===== src/rtl/vtrq_pkg.sv =====
`timescale 1ns / 1ps
// ----------------------------------------------------------------------------
// vtrq_pkg
// Types and constants shared by the vehicle table radius query block.
// ----------------------------------------------------------------------------
package vtrq_pkg;

	localparam int ID_W  = 32;
	localparam int VAL_W = 24;
	localparam int RAD_W = 23;
	localparam int DIF_W = VAL_W + 1;
	localparam int SQ_W  = 2 * VAL_W;
	localparam int SUM_W = SQ_W + 1;
	localparam int R2_W  = 2 * RAD_W;

	localparam logic [RAD_W-1:0] RADIUS_RESET = 23'd2560;

	localparam logic [1:0] FUNC_ADD   = 2'd0;
	localparam logic [1:0] FUNC_FETCH = 2'd1;
	localparam logic [1:0] FUNC_QUERY = 2'd2;

	localparam logic [1:0] STS_OK    = 2'd0;
	localparam logic [1:0] STS_MISS  = 2'd1;
	localparam logic [1:0] STS_FULL  = 2'd2;
	localparam logic [1:0] STS_NO_NB = 2'd3;

	typedef struct packed {
		logic [1:0]              func;
		logic [ID_W-1:0]         vehicle_id;
		logic signed [VAL_W-1:0] pos_x;
		logic signed [VAL_W-1:0] pos_y;
		logic signed [VAL_W-1:0] heading;
		logic signed [VAL_W-1:0] vel_x;
		logic signed [VAL_W-1:0] vel_y;
		logic signed [VAL_W-1:0] turn_rate;
	} req_t;

	typedef struct packed {
		logic [1:0]              status;
		logic [ID_W-1:0]         rec_id;
		logic signed [VAL_W-1:0] rec_x;
		logic signed [VAL_W-1:0] rec_y;
		logic signed [VAL_W-1:0] rec_heading;
		logic signed [VAL_W-1:0] rec_vel_x;
		logic signed [VAL_W-1:0] rec_vel_y;
		logic signed [VAL_W-1:0] rec_turn_rate;
		logic                    last;
	} rsp_t;

	typedef struct packed {
		logic [ID_W-1:0]         id;
		logic signed [VAL_W-1:0] x;
		logic signed [VAL_W-1:0] y;
		logic signed [VAL_W-1:0] heading;
		logic signed [VAL_W-1:0] vel_x;
		logic signed [VAL_W-1:0] vel_y;
		logic signed [VAL_W-1:0] turn_rate;
	} rec_t;

	typedef enum logic [1:0] {
		SRC_NONE,
		SRC_RAM,
		SRC_PEND
	} out_src_t;

	typedef enum logic [3:0] {
		ST_IDLE,
		ST_ADD,
		ST_SCAN_RD,
		ST_SCAN_CHK,
		ST_MISS,
		ST_NB_RD,
		ST_NB_DIFF,
		ST_NB_SQ,
		ST_NB_CMP,
		ST_NB_END
	} state_t;

	typedef struct packed {
		logic       cap_req;
		logic       idx_clr;
		logic       idx_inc;
		logic       ram_rd;
		logic       ram_wr;
		logic       cnt_inc;
		logic       centre_ld;
		logic       diff_ld;
		logic       sq_ld;
		logic       pend_ld;
		logic       pend_clr;
		logic       out_ld;
		out_src_t   out_src;
		logic [1:0] out_status;
		logic       out_last;
	} cmd_t;

	typedef struct packed {
		logic [1:0] req_func;
		logic [1:0] func;
		logic       empty;
		logic       full;
		logic       idx_last;
		logic       id_match;
		logic       centre_found;
		logic       hit;
		logic       pend_valid;
		logic       out_free;
	} sts_t;

endpackage


===== src/rtl/vtrq_ctrl.sv =====
`timescale 1ns / 1ps
// ----------------------------------------------------------------------------
// vtrq_ctrl
// Sequencer for add, fetch and radius query requests.
// ----------------------------------------------------------------------------
module vtrq_ctrl
	import vtrq_pkg::*;
(
	input  logic clk,
	input  logic arst_n,
	input  logic req_valid,
	output logic req_ready,
	input  sts_t sts,
	output cmd_t cmd
);

	state_t state_q, state_d;
	logic   accept;

	assign req_ready = (state_q == ST_IDLE);
	assign accept    = req_valid && req_ready;

	always_ff @(posedge clk or negedge arst_n) begin
		if (!arst_n) begin
			state_q <= ST_IDLE;
		end else begin
			state_q <= state_d;
		end
	end

	always_comb begin
		state_d = state_q;
		case (state_q)
			ST_IDLE: begin
				if (accept) begin
					case (sts.req_func)
						FUNC_ADD:               state_d = ST_ADD;
						FUNC_FETCH, FUNC_QUERY: state_d = sts.empty ? ST_MISS : ST_SCAN_RD;
						default:                state_d = ST_IDLE;
					endcase
				end
			end
			ST_ADD: begin
				if (sts.out_free) state_d = ST_IDLE;
			end
			ST_SCAN_RD: state_d = ST_SCAN_CHK;
			ST_SCAN_CHK: begin
				if (sts.func == FUNC_FETCH) begin
					if (sts.id_match) begin
						if (sts.out_free) state_d = ST_IDLE;
					end else if (sts.idx_last) begin
						state_d = ST_MISS;
					end else begin
						state_d = ST_SCAN_RD;
					end
				end else if (sts.idx_last) begin
					state_d = (sts.centre_found || sts.id_match) ? ST_NB_RD : ST_MISS;
				end else begin
					state_d = ST_SCAN_RD;
				end
			end
			ST_MISS: begin
				if (sts.out_free) state_d = ST_IDLE;
			end
			ST_NB_RD:   state_d = ST_NB_DIFF;
			ST_NB_DIFF: state_d = ST_NB_SQ;
			ST_NB_SQ:   state_d = ST_NB_CMP;
			ST_NB_CMP: begin
				if (!(sts.hit && sts.pend_valid && !sts.out_free)) begin
					state_d = sts.idx_last ? ST_NB_END : ST_NB_RD;
				end
			end
			ST_NB_END: begin
				if (sts.out_free) state_d = ST_IDLE;
			end
			default: state_d = ST_IDLE;
		endcase
	end

	always_comb begin
		cmd = '0;
		cmd.out_src = SRC_NONE;
		case (state_q)
			ST_IDLE: begin
				cmd.cap_req  = accept;
				cmd.idx_clr  = accept;
				cmd.pend_clr = accept;
			end
			ST_ADD: begin
				if (sts.out_free) begin
					cmd.out_ld   = 1'b1;
					cmd.out_last = 1'b1;
					if (sts.full) begin
						cmd.out_status = STS_FULL;
					end else begin
						cmd.ram_wr     = 1'b1;
						cmd.cnt_inc    = 1'b1;
						cmd.out_status = STS_OK;
					end
				end
			end
			ST_SCAN_RD: cmd.ram_rd = 1'b1;
			ST_SCAN_CHK: begin
				if (sts.func == FUNC_FETCH) begin
					if (sts.id_match) begin
						cmd.out_ld     = sts.out_free;
						cmd.out_src    = SRC_RAM;
						cmd.out_status = STS_OK;
						cmd.out_last   = 1'b1;
					end else begin
						cmd.idx_inc = 1'b1;
					end
				end else begin
					cmd.centre_ld = sts.id_match;
					cmd.idx_clr   = sts.idx_last;
					cmd.idx_inc   = !sts.idx_last;
				end
			end
			ST_MISS: begin
				cmd.out_ld     = sts.out_free;
				cmd.out_status = STS_MISS;
				cmd.out_last   = 1'b1;
			end
			ST_NB_RD:   cmd.ram_rd  = 1'b1;
			ST_NB_DIFF: cmd.diff_ld = 1'b1;
			ST_NB_SQ:   cmd.sq_ld   = 1'b1;
			ST_NB_CMP: begin
				if (!(sts.hit && sts.pend_valid && !sts.out_free)) begin
					cmd.pend_ld    = sts.hit;
					cmd.out_ld     = sts.hit && sts.pend_valid;
					cmd.out_src    = SRC_PEND;
					cmd.out_status = STS_OK;
					cmd.idx_inc    = 1'b1;
				end
			end
			ST_NB_END: begin
				if (sts.out_free) begin
					cmd.out_ld     = 1'b1;
					cmd.out_last   = 1'b1;
					cmd.pend_clr   = 1'b1;
					cmd.out_src    = sts.pend_valid ? SRC_PEND : SRC_NONE;
					cmd.out_status = sts.pend_valid ? STS_OK : STS_NO_NB;
				end
			end
			default: cmd = '0;
		endcase
	end

endmodule


===== config.mk =====
export PLATFORM = sky130hd
export DESIGN_NAME = vtrq_ctrl
export DESIGN_NICKNAME = d
export VERILOG_FILES = /design/src/rtl/vtrq_pkg.sv /design/src/rtl/vtrq_ctrl.sv
export SDC_FILE = /design/constraint.sdc
export NUM_CORES = 1
export LEC_CHECK = 0
export BUFFER_PORTS_ARGS = -buffer_cell sky130_fd_sc_hd__buf_4
export CORE_MARGIN = 1.5
export CORE_UTILIZATION = 47
export CTS_BUF_LIST = sky130_fd_sc_hd__clkbuf_4 sky130_fd_sc_hd__clkbuf_8
export DETAILED_ROUTE_END_ITERATION = 10
export PLACE_DENSITY = 0.82
export SYNTH_ARGS = -nofsm -noshare
export SYNTH_HDL_FRONTEND = slang
export SYNTH_SLANG_ARGS = --single-unit

===== constraint.sdc =====
create_clock -name clk -period 1.79 [get_ports clk]
set_clock_uncertainty 0.2 [all_clocks]
set_input_delay 0.0895 -clock clk [delete_from_list [all_inputs] [get_ports clk]]
set_output_delay 0.0895 -clock clk [all_outputs]
set_load 0.02 [all_outputs]

==> reports/metrics.csv <==
metric,value,unit
place_area,977,µm²
yosysWarningCount,0,
avgViaCountPerCell,7.69,
min_path_cells,3,
reg2reg_to,state_q[2],
synthTopCellsByArea,"dfrtp_1, nand2b_1, nor2_1",
arrival,1.99,ns
fillers,22,
cp_max_fo,6,
r2r_setup_slack,-0.23,ns
p_int,746,µW
setup_ws,-0.232,ns
grt_usage,42.7,%
ys_seq_area_share,15.0,%
design_area,1280,µm²
first_pass_iters,6,
pin_count,33,
htree_levels,1,
drc,0,
clk_path_buf_depth,2,
clkPwrFrac,8.7,%
maxCapViolCount,0,
fin_crit_sh,113,%
hpwl,1710,µm
routedWlPerCell,26.5,µm
worst-setup-path-type,flop to flop,
ff2ff_path_depth,5,
root_buffer,clkbuf_4,
num_rows,13,
gp_congestion,0.946,
worst_slew_pin_slew,0.559,ns
grt_pass1_wl,4560,µm
initial_utilization,50.5,%
peakVddDrop,941,µV
grt_pass1_vias,952,
reg.largest.list,state_q: 4 flops,
status,finished with violations,
p_seq_share,11.4,%
fin_cells,169,
synth_seq_cells,4,
min-delay-start,sts[3],
cts_buffers,3,
syn_area_per_cell,6.72,µm²
largest_reg_flops,4,
power_density,1220,nW/µm²
detail_route.wirelength,4470,µm
syn2layout_area_growth,93.0,%
syn-instance-count,99,
finalCriticalPeriod,2.02,ns
setup_viol,19,
required,1.75,ns
insertion_delay,0.26,ns
ys_types,37,
drt-initial-drc-count,182,
violations,negative setup slack,
place_ws,0.0653,ns
drive_above_1_share,54.5,%
maxSlewViolCount,0,
synth_ff_type,dfrtp_1,
overflow,0,
rsz0062_at_grt,yes,
vias,1300,
die_w,40.6,µm
top_register,state_q,
p_leak,0.600,nW
startpoint_type,flop,
cts_tree,done,
ant_nets,0,
async_reset_ff_share,100,%
max_freq,495,MHz
antenna_cells,0,
coreArea,1320,µm²
seqCellArea,105,µm²
dp.cells,147,
io_buffers,32,
finalHoldViolCount,0,
multi_input_area,609,µm²
relSlewSlack,62.6,%
grt_max_degree,14,
synth_edf_count,0,
antenna_found_initial,0,
switchingPower,827,µW
clock-sinks,4,
syn_area,666,µm²
syn_nets,116,
end_kind,flop,
power,1.57,mW
die_h,40.6,µm
clkTransAtPathRegs,0.06,ns
dieArea,1650,µm²
fin_nets,173,
combPwrFrac,79.9,%
yosys.area.top_type,dfrtp_1,
r2r_start,state_q[2],
hold_end,state_q[0],
hold_class,input port to flop,
synth_top_cell_area_share,15.0,%
swShare,52.6,%
how the worst max path moves through the flow:
stage,from,endpoint,slack [ns],depth (start not counted)
2_1_floorplan,state_q[1],cmd[12],0.01,5
3_3_place_gp,state_q[2],cmd[6],0.08,5
3_5_place_dp,state_q[2],cmd[6],0.07,5
4_1_cts,state_q[3],cmd[6],-0.006,5
5_1_grt,state_q[3],state_q[3],-0.18,5
6_report,state_q[2],state_q[2],-0.23,5
layer usage:
metal  share of wire [%]  vias to the layer above  GRT usage [%]
li1                    -                      473              -
met1                  32                      569           50.8
met2                  40                      184           65.9
met3                  16                       74           10.3
met4                  12                        0           31.7
met5                   0                        -              0
Yosys cell counts (2+ instances only):
cell type,number
nor2_1,10
a21oi_1,7
inv_1,7
buf_2,6
nand2_1,6
nand2b_1,6
o21ai_0,5
a31oi_1,4
dfrtp_1,4
nor3_1,4
nor4_1,4
o21ai_1,4
nand3b_1,3
and3b_1,2
buf_4,2
ha_1,2
mux2i_1,2
nand3_1,2
worst max-delay path, cell delays in order (launching register included):
cell and delay, ns:
dfrtp_2 0.45, buf_4 0.22, inv_2 0.08, a2111oi_1 0.56
a21oi_1 0.17, a21oi_1 0.23
logic make-up after synthesis:
logic type               synth area share [%]
flip-flops                               15.0
multiplexers                             3.01
AND/OR/NAND/NOR                          38.5
buffers and inverters                    11.3
adder cells (fa/ha/maj)                  3.76
AO/OA/AOI/OAI                            28.4
metrics by stage:
step	utilization (%)	hold WS [ns]	setup TNS [ns]
2_1_floorplan	-	-0.406	0
3_3_place_gp	74.2	-0.315	0
3_5_place_dp	74.2	-0.313	0
4_1_cts	86.4	0.0420	-0.00973
5_1_grt	97.5	0.163	-1.55
6_report	97.5	0.166	-1.79
cell usage in the layout (no fill, tap or decap), drive strengths merged:
| cell | instances |
|---|---|
| a2111oi | 1 |
| a32oi | 1 |
| dlygate4sd3 | 4 |
| nor2 | 11 |
| nand2b | 6 |
| nor4 | 5 |
| nand3b | 3 |
| buf | 56 |
| a21o | 1 |
| o31ai | 1 |
| a221oi | 1 |
| a31oi | 4 |
| o22ai | 1 |
| and3b | 2 |
| or2 | 1 |
| and2 | 1 |
| dfrtp | 4 |
| inv | 8 |
| a31o | 1 |
| nor3 | 5 |
| a21oi | 7 |
| clkbuf | 3 |
| o311a | 1 |
| o2111ai | 1 |
| or4b | 1 |
| nand3 | 2 |
| nand2 | 7 |
| mux2i | 2 |
| and3 | 1 |
| o21ai | 9 |
| ha | 2 |
| o21a | 1 |
power groups by stage:
stage,Clock (mW),Sequential [mW],Combinational [mW]
after floorplan,0,0.139,0.520
after global placement,0,0.180,0.762
after detailed placement,0,0.179,0.778
after CTS,0.116,0.175,0.912
after global routing,0.135,0.177,1.27
final,0.137,0.179,1.26
layout make-up:
type                            instances  share of cell area (%)
Clock buffer                            3                    1.75
Inverter                                8                    2.34
Multi-Input combinational cell         79                    47.4
Sequential cell                         4                    8.18
Tap cell                               15                    1.46
Timing Repair Buffer                   60                    38.9
repair_timing:
| item | in CTS | in global routing |
|---|---|---|
| buffers inserted | 8 | 7 |
| gates resized for setup | 11 | 24 |
| hold buffers | 4 | 0 |
| pin swaps | 2 | 3 |
| endpoints found under the setup margin | 12 | 15 |
| endpoints found under the hold margin | 7 | 0 |
Power figures use the tool's default switching activity.
